$ cat src/rtl/imu_burst_read_sequencer_assert.svh
// Assertion macros for the burst read sequencer.
`ifndef IMU_BURST_READ_SEQUENCER_ASSERT_SVH
`define IMU_BURST_READ_SEQUENCER_ASSERT_SVH
`ifndef ASSERT_OFF
`define IBRS_ASSERT(lbl, clk, rstn, prop, msg) \
  lbl: assert property (@(posedge clk) disable iff (!rstn) prop) else $error(msg);
`define IBRS_ASSERT_ALWAYS(lbl, clk, prop, msg) \
  lbl: assert property (@(posedge clk) prop) else $error(msg);
`else
`define IBRS_ASSERT(lbl, clk, rstn, prop, msg)
`define IBRS_ASSERT_ALWAYS(lbl, clk, prop, msg)
`endif
`endif

$ cat src/rtl/ibrs_pkg.sv
// Types, codes and microcode table of the burst read sequencer.
package ibrs_pkg;

  localparam int NUM_AXES    = 6;
  localparam int BURST_BYTES = 14;

  localparam logic [1:0] CMD_START      = 2'd0;
  localparam logic [1:0] CMD_BUS_EVENT  = 2'd1;
  localparam logic [1:0] CMD_SET_OFFSET = 2'd2;
  localparam logic [1:0] CMD_READ_AXIS  = 2'd3;

  localparam logic [2:0] EV_NONE    = 3'd0;
  localparam logic [2:0] EV_START   = 3'd1;
  localparam logic [2:0] EV_TX_SEL  = 3'd2;
  localparam logic [2:0] EV_TX_DONE = 3'd3;
  localparam logic [2:0] EV_RX_SEL  = 3'd4;
  localparam logic [2:0] EV_RX_BYTE = 3'd5;

  localparam logic [1:0] ACK_KEEP    = 2'd0;
  localparam logic [1:0] ACK_ENABLE  = 2'd1;
  localparam logic [1:0] ACK_DISABLE = 2'd2;

  localparam logic [2:0] AXIS_EVERY = 3'd6;

  localparam logic [4:0] STEP_IDLE     = 5'd1;
  localparam logic [4:0] STEP_FIRST_RX = 5'd6;
  localparam logic [4:0] STEP_LAST_ACK = 5'd19;

  localparam logic [6:0] DEV_ADDR_RESET  = 7'd104;
  localparam logic [7:0] FIRST_REG_RESET = 8'h3B;

  typedef enum logic [1:0] {
    CFG_DEVICE_ADDRESS = 2'd0,
    CFG_FIRST_REGISTER = 2'd1,
    CFG_INVERT_MASK    = 2'd2
  } cfg_idx_e;

  // high byte position of each axis word in the burst; temperature skipped
  localparam logic [3:0] AXIS_POS [NUM_AXES] = '{4'd0, 4'd2, 4'd4, 4'd8, 4'd10, 4'd12};

  typedef struct packed {
    logic [1:0]          cmd;
    logic [2:0]          bus_event;
    logic [7:0]          rx_byte;
    logic [2:0]          axis;
    logic signed [15:0]  offset_value;
    logic                apply_offset;
  } in_item_t;

  typedef struct packed {
    logic                send_valid;
    logic [7:0]          send_byte;
    logic                gen_start;
    logic                gen_stop;
    logic [1:0]          ack_ctrl;
    logic                bus_reset;
    logic                frame_done;
    logic signed [15:0]  read_value;
    logic                busy_res;
  } out_item_t;

  typedef struct packed {
    logic [1:0] index;
    logic [7:0] value;
  } cfg_item_t;

  typedef enum logic [1:0] {
    SEND_NONE   = 2'd0,
    SEND_ADDR_W = 2'd1,
    SEND_REG    = 2'd2,
    SEND_ADDR_R = 2'd3
  } send_sel_e;

  // one control word per step
  typedef struct packed {
    logic       in_range;
    logic [2:0] expect_ev;
    send_sel_e  send_sel;
    logic       gen_start;
    logic       gen_stop;
    logic [1:0] ack;
    logic       store;
    logic       finish;
    logic [4:0] next_step;
  } uop_t;

  // what the sequencer hands to the datapath for the current item
  typedef struct packed {
    send_sel_e  send_sel;
    logic       gen_start;
    logic       gen_stop;
    logic [1:0] ack;
    logic       store;
    logic [3:0] store_idx;
    logic       finish;
  } seq_ctrl_t;

  function automatic uop_t ibrs_rom(logic [4:0] step);
    uop_t u;
    u = '{in_range: 1'b1, expect_ev: EV_RX_BYTE, send_sel: SEND_NONE, gen_start: 1'b0,
          gen_stop: 1'b0, ack: ACK_KEEP, store: 1'b1, finish: 1'b0,
          next_step: 5'(step + 5'd1)};
    unique case (step)
      5'd1: begin
        u.expect_ev = EV_START;  u.send_sel = SEND_ADDR_W; u.store = 1'b0;
        u.next_step = 5'd2;
      end
      5'd2: begin
        u.expect_ev = EV_TX_SEL; u.send_sel = SEND_REG; u.store = 1'b0;
        u.next_step = 5'd3;
      end
      5'd3: begin
        u.expect_ev = EV_TX_DONE; u.gen_start = 1'b1; u.store = 1'b0;
        u.next_step = 5'd4;
      end
      5'd4: begin
        u.expect_ev = EV_START;  u.send_sel = SEND_ADDR_R; u.store = 1'b0;
        u.next_step = 5'd5;
      end
      5'd5: begin
        u.expect_ev = EV_RX_SEL; u.ack = ACK_ENABLE; u.store = 1'b0;
        u.next_step = STEP_FIRST_RX;
      end
      5'd6, 5'd7, 5'd8, 5'd9, 5'd10, 5'd11, 5'd12,
      5'd13, 5'd14, 5'd15, 5'd16, 5'd17: begin
      end
      5'd18: begin
        // 13th byte: last acked one
        u.gen_stop = 1'b1; u.ack = ACK_DISABLE;
      end
      5'd19: begin
        u.finish = 1'b1; u.next_step = STEP_IDLE;
      end
      default: begin
        u.in_range = 1'b0; u.expect_ev = EV_NONE; u.store = 1'b0;
        u.next_step = STEP_IDLE;
      end
    endcase
    return u;
  endfunction

endpackage

$ cat src/rtl/ibrs_if.sv
// Handshake channel interfaces: input items, result items, configuration writes.
interface ibrs_in_if import ibrs_pkg::*; ();
  logic     valid;
  logic     ready;
  in_item_t data;
  modport source (output valid, output data, input ready);
  modport sink   (input valid, input data, output ready);
endinterface

interface ibrs_out_if import ibrs_pkg::*; ();
  logic      valid;
  logic      ready;
  out_item_t data;
  modport source (output valid, output data, input ready);
  modport sink   (input valid, input data, output ready);
endinterface

interface ibrs_cfg_if import ibrs_pkg::*; ();
  logic      valid;
  logic      ready;
  cfg_item_t data;
  modport source (output valid, output data, input ready);
  modport sink   (input valid, input data, output ready);
endinterface

$ cat src/rtl/ibrs_seq.sv
// Microcoded step sequencer: step counter, control ROM and event jumps.
`include "imu_burst_read_sequencer_assert.svh"
module ibrs_seq import ibrs_pkg::*; (
  input  logic       clk_i,
  input  logic       rst_ni,
  input  logic       ev_en_i,
  input  logic [2:0] ev_i,
  output seq_ctrl_t  ctrl_o
);

  logic [4:0] step_q, step_d;
  logic [4:0] rx_off;
  uop_t       uop;
  logic       hit;
  logic       fire;

  assign uop    = ibrs_rom(step_q);
  assign hit    = uop.in_range && (ev_i == uop.expect_ev);
  assign fire   = ev_en_i && hit;
  assign rx_off = 5'(step_q - STEP_FIRST_RX);

  always_comb begin
    ctrl_o.send_sel  = fire ? uop.send_sel : SEND_NONE;
    ctrl_o.gen_start = fire && uop.gen_start;
    ctrl_o.gen_stop  = fire && uop.gen_stop;
    ctrl_o.ack       = fire ? uop.ack : ACK_KEEP;
    ctrl_o.store     = fire && uop.store;
    ctrl_o.store_idx = rx_off[3:0];
    ctrl_o.finish    = fire && uop.finish;
  end

  // mismatch holds the step, except a stray start which restarts the sequence
  always_comb begin
    step_d = step_q;
    if (ev_en_i) begin
      priority if (!uop.in_range) begin
        step_d = STEP_IDLE;
      end else if (hit) begin
        step_d = uop.next_step;
      end else if (ev_i == EV_START) begin
        step_d = STEP_IDLE;
      end
    end
  end

  always_ff @(posedge clk_i or negedge rst_ni) begin
    if (!rst_ni) begin
      step_q <= STEP_IDLE;
    end else begin
      step_q <= step_d;
    end
  end

  `IBRS_ASSERT_ALWAYS(a_step_range, clk_i,
                      !rst_ni || (step_q >= STEP_IDLE && step_q <= STEP_LAST_ACK),
                      "step out of range")
  `IBRS_ASSERT(a_finish_idle, clk_i, rst_ni, ctrl_o.finish |=> step_q == STEP_IDLE,
               "finish did not return to idle")
  `IBRS_ASSERT(a_stop_last, clk_i, rst_ni, ctrl_o.gen_stop |=> step_q == STEP_LAST_ACK,
               "stop not at last byte step")

endmodule

$ cat src/rtl/ibrs_axis.sv
// Axis sample and offset registers: frame parse, offset set, axis read.
module ibrs_axis import ibrs_pkg::*; (
  input  logic                          clk_i,
  input  logic                          rst_ni,
  input  logic                          parse_en_i,
  input  logic [BURST_BYTES-1:0][7:0]   frame_i,
  input  logic [NUM_AXES-1:0]           invert_i,
  input  logic                          set_en_i,
  input  logic [2:0]                    axis_i,
  input  logic signed [15:0]            set_value_i,
  input  logic                          apply_i,
  output logic signed [15:0]            rd_value_o
);

  logic [15:0] sample_q [NUM_AXES];
  logic [15:0] sample_d [NUM_AXES];
  logic [15:0] offset_q [NUM_AXES];
  logic [15:0] offset_d [NUM_AXES];
  logic [15:0] word     [NUM_AXES];
  logic        axis_ok;

  assign axis_ok = axis_i < 3'(NUM_AXES);

  always_comb begin
    for (int i = 0; i < NUM_AXES; i++) begin
      word[i] = {frame_i[AXIS_POS[i]], frame_i[4'(AXIS_POS[i] + 4'd1)]};
      if (invert_i[i]) begin
        word[i] = 16'(16'd0 - word[i]);
      end
      sample_d[i] = sample_q[i];
      offset_d[i] = offset_q[i];
      if (parse_en_i) begin
        sample_d[i] = word[i];
        // zero offset means capture this sample
        if (offset_q[i] == 16'd0) begin
          offset_d[i] = word[i];
        end
      end else if (set_en_i) begin
        if ((axis_ok && axis_i == 3'(i)) || axis_i == AXIS_EVERY) begin
          offset_d[i] = set_value_i;
        end
      end
    end
  end

  always_ff @(posedge clk_i or negedge rst_ni) begin
    if (!rst_ni) begin
      for (int i = 0; i < NUM_AXES; i++) begin
        sample_q[i] <= '0;
        offset_q[i] <= '0;
      end
    end else begin
      for (int i = 0; i < NUM_AXES; i++) begin
        sample_q[i] <= sample_d[i];
        offset_q[i] <= offset_d[i];
      end
    end
  end

  always_comb begin
    rd_value_o = '0;
    if (axis_ok) begin
      rd_value_o = apply_i ? 16'(sample_q[axis_i] - offset_q[axis_i]) : sample_q[axis_i];
    end
  end

endmodule

$ cat src/rtl/imu_burst_read_sequencer.sv
// Top level: burst read sequencer for a motion sensor on a bus master.
// The result of an accepted item is in the output register next cycle.
// Throughput: one item per cycle; a new item is taken while the result register
// is empty or being drained. Each bus event item is checked against one step of the microcode ROM.
// Reset: step idle, not busy, samples and offsets zero, config registers at defaults.
// The receive byte store is not cleared; every entry is written before it is parsed.
`include "imu_burst_read_sequencer_assert.svh"
module imu_burst_read_sequencer import ibrs_pkg::*; (
  input  logic       clk_i,
  input  logic       rst_ni,
  ibrs_in_if.sink    in_i,
  ibrs_out_if.source out_o,
  ibrs_cfg_if.sink   cfg_i
);

  logic       accept;
  logic       out_valid_q;
  out_item_t  out_q, out_d;
  logic [6:0] dev_addr_q;
  logic [7:0] first_reg_q;
  logic [NUM_AXES-1:0] invert_q;
  logic       busy_q, busy_d;
  logic [7:0] rx_store_q [BURST_BYTES];
  logic [BURST_BYTES-1:0][7:0] frame;
  seq_ctrl_t  ctrl;
  logic       ev_en;
  logic       set_en;
  logic signed [15:0] rd_value;

  assign in_i.ready  = !out_valid_q || out_o.ready;
  assign accept      = in_i.valid && in_i.ready;
  assign out_o.valid = out_valid_q;
  assign out_o.data  = out_q;
  assign cfg_i.ready = 1'b1;

  assign ev_en  = accept && (in_i.data.cmd == CMD_BUS_EVENT);
  assign set_en = accept && (in_i.data.cmd == CMD_SET_OFFSET);

  always_ff @(posedge clk_i or negedge rst_ni) begin
    if (!rst_ni) begin
      dev_addr_q  <= DEV_ADDR_RESET;
      first_reg_q <= FIRST_REG_RESET;
      invert_q    <= '0;
    end else if (cfg_i.valid) begin
      unique case (cfg_i.data.index)
        CFG_DEVICE_ADDRESS: dev_addr_q  <= cfg_i.data.value[6:0];
        CFG_FIRST_REGISTER: first_reg_q <= cfg_i.data.value;
        CFG_INVERT_MASK:    invert_q    <= cfg_i.data.value[NUM_AXES-1:0];
        default: ;
      endcase
    end
  end

  ibrs_seq u_seq (
    .clk_i   (clk_i),
    .rst_ni  (rst_ni),
    .ev_en_i (ev_en),
    .ev_i    (in_i.data.bus_event),
    .ctrl_o  (ctrl)
  );

  always_ff @(posedge clk_i) begin
    if (ctrl.store) begin
      rx_store_q[ctrl.store_idx] <= in_i.data.rx_byte;
    end
  end

  // last byte is parsed straight from the input
  always_comb begin
    for (int i = 0; i < BURST_BYTES - 1; i++) begin
      frame[i] = rx_store_q[i];
    end
    frame[BURST_BYTES-1] = in_i.data.rx_byte;
  end

  ibrs_axis u_axis (
    .clk_i       (clk_i),
    .rst_ni      (rst_ni),
    .parse_en_i  (ctrl.finish),
    .frame_i     (frame),
    .invert_i    (invert_q),
    .set_en_i    (set_en),
    .axis_i      (in_i.data.axis),
    .set_value_i (in_i.data.offset_value),
    .apply_i     (in_i.data.apply_offset),
    .rd_value_o  (rd_value)
  );

  always_comb begin
    busy_d = busy_q;
    out_d  = '0;
    unique case (in_i.data.cmd)
      CMD_START: begin
        out_d.bus_reset = busy_q;
        out_d.gen_start = 1'b1;
        busy_d          = 1'b1;
      end
      CMD_BUS_EVENT: begin
        out_d.send_valid = ctrl.send_sel != SEND_NONE;
        unique case (ctrl.send_sel)
          SEND_ADDR_W: out_d.send_byte = {dev_addr_q, 1'b0};
          SEND_REG:    out_d.send_byte = first_reg_q;
          SEND_ADDR_R: out_d.send_byte = {dev_addr_q, 1'b1};
          default:     out_d.send_byte = '0;
        endcase
        out_d.gen_start  = ctrl.gen_start;
        out_d.gen_stop   = ctrl.gen_stop;
        out_d.ack_ctrl   = ctrl.ack;
        out_d.frame_done = ctrl.finish;
        if (ctrl.finish) begin
          busy_d = 1'b0;
        end
      end
      CMD_SET_OFFSET: ;
      CMD_READ_AXIS: out_d.read_value = rd_value;
      default: ;
    endcase
    out_d.busy_res = busy_d;
  end

  always_ff @(posedge clk_i or negedge rst_ni) begin
    if (!rst_ni) begin
      busy_q      <= 1'b0;
      out_valid_q <= 1'b0;
    end else begin
      if (accept) begin
        busy_q <= busy_d;
      end
      if (in_i.ready) begin
        out_valid_q <= accept;
      end
    end
  end

  always_ff @(posedge clk_i) begin
    if (accept) begin
      out_q <= out_d;
    end
  end

  `IBRS_ASSERT(a_start_busy, clk_i, rst_ni, accept && in_i.data.cmd == CMD_START |=> busy_q, "start did not set busy")
  `IBRS_ASSERT(a_done_idle, clk_i, rst_ni, out_o.valid && out_o.data.frame_done |-> !out_o.data.busy_res, "busy after frame done")
  `IBRS_ASSERT(a_reset_start, clk_i, rst_ni, out_o.valid && out_o.data.bus_reset |-> out_o.data.gen_start, "bus reset without start")

endmodule

$ cat src/flat_wrapper.sv
// flat-port wrapper written by rule: the top's interface ports become plain ports
module imu_burst_read_sequencer_flat import ibrs_pkg::*;
  (clk_i, rst_ni, in_i_valid, in_i_data, in_i_ready, out_o_valid, out_o_data, out_o_ready, cfg_i_valid, cfg_i_data, cfg_i_ready);
  ibrs_in_if in_i_i ();
  ibrs_out_if out_o_i ();
  ibrs_cfg_if cfg_i_i ();
  input  logic clk_i;
  input  logic rst_ni;
  input wire logic [$bits(in_i_i.valid)-1:0] in_i_valid;
  input wire logic [$bits(in_i_i.data)-1:0] in_i_data;
  output wire logic [$bits(in_i_i.ready)-1:0] in_i_ready;
  output wire logic [$bits(out_o_i.valid)-1:0] out_o_valid;
  output wire logic [$bits(out_o_i.data)-1:0] out_o_data;
  input wire logic [$bits(out_o_i.ready)-1:0] out_o_ready;
  input wire logic [$bits(cfg_i_i.valid)-1:0] cfg_i_valid;
  input wire logic [$bits(cfg_i_i.data)-1:0] cfg_i_data;
  output wire logic [$bits(cfg_i_i.ready)-1:0] cfg_i_ready;
  assign in_i_i.valid = in_i_valid;
  assign in_i_i.data = in_i_data;
  assign in_i_ready = in_i_i.ready;
  assign out_o_valid = out_o_i.valid;
  assign out_o_data = out_o_i.data;
  assign out_o_i.ready = out_o_ready;
  assign cfg_i_i.valid = cfg_i_valid;
  assign cfg_i_i.data = cfg_i_data;
  assign cfg_i_ready = cfg_i_i.ready;
  imu_burst_read_sequencer u_core (.clk_i(clk_i), .rst_ni(rst_ni), .in_i(in_i_i), .out_o(out_o_i), .cfg_i(cfg_i_i));
endmodule
$ cat config.mk
export PLATFORM = sky130hd
export DESIGN_NAME = imu_burst_read_sequencer_flat
export DESIGN_NICKNAME = d
export VERILOG_FILES = /design/src/rtl/ibrs_pkg.sv /design/src/rtl/ibrs_if.sv /design/src/rtl/ibrs_seq.sv /design/src/rtl/ibrs_axis.sv /design/src/rtl/imu_burst_read_sequencer.sv /design/src/flat_wrapper.sv
export VERILOG_INCLUDE_DIRS = /design/src /design/src/rtl
export SDC_FILE = /design/constraint.sdc
export NUM_CORES = 1
export LEC_CHECK = 0
export ABC_AREA = 1
export BUFFER_PORTS_ARGS = -buffer_cell sky130_fd_sc_hd__buf_2
export CAP_MARGIN = 10
export CORE_MARGIN = 3
export CORE_UTILIZATION = 43
export CTS_CLUSTER_DIAMETER = 30
export DETAILED_ROUTE_END_ITERATION = 8
export GPL_TIMING_DRIVEN = 0
export PLACE_DENSITY = 0.67
export SYNTH_ARGS = -nofsm -noshare
export SYNTH_HDL_FRONTEND = slang
export SYNTH_SLANG_ARGS = --single-unit
$ cat constraint.sdc
create_clock -name clk_i -period 3.4 [get_ports clk_i]
set_input_delay 0.85 -clock clk_i [delete_from_list [all_inputs] [get_ports clk_i]]
set_output_delay 0.85 -clock clk_i [all_outputs]
set_load 0.05 [all_outputs]
### After elaboration in Yosys (flattened, before gate mapping)

Memory sizes are Yosys's and may differ from the RTL's.
Cells that the tools add are included.

* register bits after elaboration: 252
* memory bits (writable): 112
* input bits: 48
* output and inout bits: 35
* logic and storage cells: 194
* memories kept: 1

* add/subtract/negate cells: 9
* order comparisons: 2
* eq/ne operators: 42
* mux-type cells: 56
* bitwise operators: 1
* reductions and logical operators: 56

Memories
* u_core.rx_store_q: depth 14, bits a word 8, read ports 11, clocked after Yosys merged registers in 0, write ports 1, RTL line imu_burst_read_sequencer.sv:23 `logic [7:0] rx_store_q [BURST_BYTES];`

Operators with widths (count)
* two-way mux 16 bit: 35
* binary-select mux 16 bit (select 3 bit): 2
* zero test 16 bit: 6
* subtractor 1 x 16 -> 16 bit (first input constant): 6
* equality test 5 x 4 -> 1 bit (second input constant): 8
* case mux 5 bit (6 select lines): 1
* case mux 8 bit (3 select lines): 1
* equality test 5 x 3 -> 1 bit (second input constant): 4
* equality test 5 bit (second input constant): 4
* OR reduction 19 bit: 1
* AND reduction 3 bit: 6
* nonzero test 2 bit: 8
* subtractor 16 bit: 1
* logical AND 1 bit: 15
* two-way mux 5 bit: 3
* case mux 3 bit (5 select lines): 1
* OR reduction 14 bit: 1
* OR reduction 13 bit: 1
* inequality test 2 x 1 -> 1 bit (second input constant): 6
* AND reduction 2 bit: 6
* equality test 2 bit (second input constant): 5
* equality test 5 x 2 -> 1 bit (second input constant): 2
* equality test 3 bit (second input constant): 3
* two-way mux 1 bit: 8
* other kinds (20): 32

### Depth between registers and ports, before layout

* depth in word-level cells: 9
* depth in mapped cells: 21

### By module

From an unflattened synthesis, not the netlist that was laid out.

* cell total of the unflattened synthesis: 2270
* area, all modules: 18712.9 um^2

Modules (own cells, without submodules)
* ibrs_axis: times used 1, cells each 1805, area each 12433.2 um^2
* imu_burst_read_sequencer: times used 1, cells each 336, area each 5482.8 um^2
* ibrs_seq: times used 1, cells each 129, area each 797.0 um^2

### Least setup slack after synthesis

Ideal clock, no wire load.

* path type: in2reg
* start point: input in_i_data[17]
* end point: register u_core.out_q, in the netlist u_core.out_o.data[13] (data pin)
* arrival: 3.842 ns
* data required time: 3.151 ns
* slack: -0.692 ns
* cell stages on the path: 18
* buffers on the path: 2
* cell sequence: nor2_1 -> clkbuf_1 -> buf_1 -> nand3_1 -> nand3_1 -> inv_1 -> ha_1 -> fa_1 -> nand3b_1 -> nand2_1 -> a21boi_0 -> o21ai_0 -> a21boi_0 -> o21ai_0 -> or2_2 -> nand3_1 -> nand2_1 -> inv_1

* longest elaborated chain between the ends: 6
* elaborated cells between the ends (all ways): 11
* classes of those cells: add/sub (1); order compare (1); mux (7); bitwise (1); reduce/logical (1)

RTL lines
* start, declared: RTL line flat_wrapper.sv:10 `input wire logic [$bits(in_i_i.data)-1:0] in_i_data;`
* NOT 3 -> 4 bit (implied by the code): RTL line ibrs_axis.sv:63 `rd_value_o = apply_i ? 16'(sample_q[axis_i] - offset_q[axis_i]) : sample_q[axis_i];`
* binary-select mux 16 bit (select 3 bit): RTL line ibrs_axis.sv:63
* two-way mux 16 bit (implied by the code) (2 in a row): RTL line ibrs_axis.sv:63
* subtractor 16 bit: RTL line ibrs_axis.sv:63
* two-way mux 16 bit: RTL line ibrs_axis.sv:63
* end signal, assigned: RTL line imu_burst_read_sequencer.sv:137 `out_q <= out_d;`
* end, declared: RTL line imu_burst_read_sequencer.sv:18 `out_item_t out_q, out_d;`

Several ways; a longest one is shown, not always the timed one. The select of a mux whose other input is x is not followed.
A chain may end at the register's enable or synchronous reset.

### Worst setup path after layout

* start point: input in_i_data[18]
* end point: register u_core.out_q, in the netlist u_core.out_o.data[13] (data pin)

Same word-level chain as after synthesis.

==> results.tsv <==
metric	value	unit
status	complete, but fails checks	
violated checks	negative setup slack	
FP Rows	74	
All-Layer GR Usage	26.6	%
Pwr per Cell Area	660	nW/um^2
worst stage delay on the critical path	0.39	ns
Post-synth ARST share	64.7	%
final setup fails	1	
Fin Clk Skew	0.0233	ns
post-synthesis cell type count	46	
Crit path top cell by count	nand2_2	
Via density	5.50	
Tcrit/Tclk final	100	%
vias in the first global route	15700	
n_diodes	0	
fin nets	2426	
count of flip-flops with a built-in enable after synthesis	120	
WL/cell	20.3	um
Leak Pwr	0.0112	uW
unrepaired setup endpoints after global routing	yes	
CP max-delay cell	fa_2	
synthesized cell area	18200	sq um
first-pass GRT wire length	90.5	mm
Post-Syn Area per Cell	8.41	sq um
most common cell after layout, fill and taps aside	nand2_1	
clock slew at reported path FFs	0.05	ns
hold_buf cts	0	
FF-to-FF Start	u_core.u_seq.step_q[0]	
CP Max Fanout	10	
r2r setup slk	0.26	ns
# clock sinks	340	
routed wire length	59.9	mm
fmax	293	MHz
antenna violations before repair	0	
die height	211	um
TritonCTS clock tree	built	
I/O Buffers	80	
cell count after synthesis	2158	
post-layout min period	3.41	ns
worst-path cell chain	buf_8 -> nor2_4 -> buf_4 -> buf_6 -> a22oi_2 -> nand2_2 -> a22oi_2 -> nand2_2 -> ha_4 -> fa_2 -> nand3b_1 -> nand2_2 -> a21boi_4 -> o21ai_2 -> a21boi_2 -> o21ai_1 -> or2_4 -> nand3_1 -> nand2_1 -> inv_1	
clk buf depth	3	
WP data arrival	3.77	ns
share of cells above drive strength 1	18.8	%
Synth Flop Type	dfrtp_1	
fill count	3744	
Core Region	41300	sq um
router iterations before antenna repair	8	
total gr overflow	0	
Fin. Hold Viols	0	
Syn Nets	2234	
Worst-Margin Slew	0.916	ns
die area	44700	sq um
hold crit path type	in2async	
routability cong.	0.966	
deepest level of the CTS H-tree	3	
# DRC	0	
post-synthesis sequential area ratio	50.2	%
largest cells by area after synthesis	dfrtp_1 29%, edfxtp_1 20%, nand2_1 17%, xor2_1 3.5%, nand3_1 3.3%	
Ys Warns	0	
Max Cap Viol	0	
CP endpoint kind	flop	
worst path bufs/invs	4	
die outline width	211	um
Worst setup startpoint	in_i_data[18]	
Vias	16200	
area grow syn2layout	25.9	%
Final Max Tran Viols	0	
post-route setup slack	-0.00967	ns
initial DRC count	1682	
top cell type's share of synthesized area	29.1	%
Yosys reg bits	340	
fin util	55.3	%
VDD IR max	0.000467	V
Clock Latency Late Sink	0.61	ns
WP data required	3.76	ns
clock root buffer	clkbuf_16	
DP HPWL	44.8	mm
Initial Utilization	44.0	%
CP Launch Type	input port	
critical path type	in2reg	
pin count of the biggest net entering global routing	123	
TritonCTS buffer count	79	
highest-count cells in the layout ignoring fill and taps	791 x nand2_1, 211 x dfrtp_1, 136 x inv_1, 120 x edfxtp_1, 115 x nand3_1	
cell family with most CP delay	simple AND/OR/NAND/NOR gates	
dominant cell type by area after synthesis	dfrtp_1	
Detail Route Antenna Nets	0	
Rel. slew slack	38.5	%
Fin Setup TNS	-0.00967	ns
I/O Pins	83	
-- flip-flops by register name (all words and copies together), names as in the netlist --
signal / count
u_core.busy_q: 1
u_core.dev_addr_q: 7
u_core.first_reg_q: 8
u_core.invert_q: 6
u_core.out_o.data: 32
u_core.out_o.valid: 1
u_core.rx_store_q: 88
u_core.u_axis.offset_q: 96
u_core.u_axis.sample_q: 96
u_core.u_seq.step_q: 5
-- cell families (layout without fill, tap and decap cells) --
logic type | count (synthesis) | count (layout) | synth area share (%)
buffers and inverters | 243 | 498 | 5.93
DFF | 340 | 340 | 50.2
adders and majority gates | 28 | 28 | 1.97
AOI/OAI and AO/OA | 259 | 259 | 8.82
muxes | 1 | 1 | 0.0620
other | 1 | 1 | 0.0207
xor gates and xnor gates | 93 | 93 | 4.49
and+or+nand+nor | 1193 | 1193 | 28.5
-- layer usage --
layer  track usage [%]  vias up  wire (um)
met3              5.29      149       4600
met4              11.1        0       2550
met2              42.7      746      27600
li1                  -     7578          -
met1              35.4     7714      25100
met5                 0        -          0
-- layout make-up --
cell class | instances | area (sq um) | area share [%]
Buffer | 88 | 614 | 2.69
Multi-Input combinational cell | 1575 | 8380 | 36.7
Timing Repair Buffer | 114 | 777 | 3.40
Clock buffer | 93 | 2130 | 9.33
Inverter | 152 | 586 | 2.56
Clock inverter | 51 | 574 | 2.51
Tap cell | 532 | 666 | 2.91
Sequential cell | 340 | 9120 | 39.9
-- power by group --
group          switching [uW]  internal [uW]  leakage (uW)
clock network            2550           5010       0.00133
registers                 329           4640       0.00401
logic                    1630            909       0.00586
-- synthesized netlist by cell type, types with 17 or more instances --
library cell / instances
o21ai_0: 85
inv_1: 141
nand2_1: 802
ha_1: 27
nor3_1: 34
a22oi_1: 65
nand4_1: 17
nand3_1: 121
dfrtp_1: 211
xor2_1: 73
nor4_1: 25
buf_2: 18
edfxtp_1: 120
nor2_1: 96
xnor2_1: 20
a21oi_1: 50
nand3b_1: 52
clkbuf_1: 44
-- path summary, 6_finish.rpt --
check | endpoint | cells past startpoint
worst max register to register | u_core.u_axis.offset_q[84] | 17
max in group asynchronous | u_core.u_axis.offset_q[41] | 2
worst min register to register | u_core.u_axis.sample_q[30] | 2
min in group clk_i | u_core.u_axis.sample_q[30] | 2
worst max-delay path | u_core.out_o.data[13] | 20
worst min-delay path | u_core.dev_addr_q[4] | 1
-- repair_timing --
| item | CTS | global route |
|---|---|---|
| gates resized for setup | 66 | 74 |
| cloned | 0 | 0 |
| pin swaps | 12 | 27 |
| setup buffers | 11 | 21 |
| endpoints found under the setup margin | 214 | 171 |
| endpoints found under the hold margin | 0 | 0 |
-- per-stage QoR --
stage          worst slack, ns  area [sq um]  power, uW  std cells  hold WS [ns]
5_1_grt                -0.0719         22800      15700       2945         0.327
3_3_place_gp             -2.50         19300       7190       2770         0.454
2_1_floorplan           -0.112         18200       6550       2158         0.442
3_5_place_dp             -1.10         19300       7240       2772         0.459
6_report              -0.00967         22800      15100       2945         0.269
4_1_cts                0.00759         22400      14900       2926         0.307
Power figures use the tool's default switching activity.
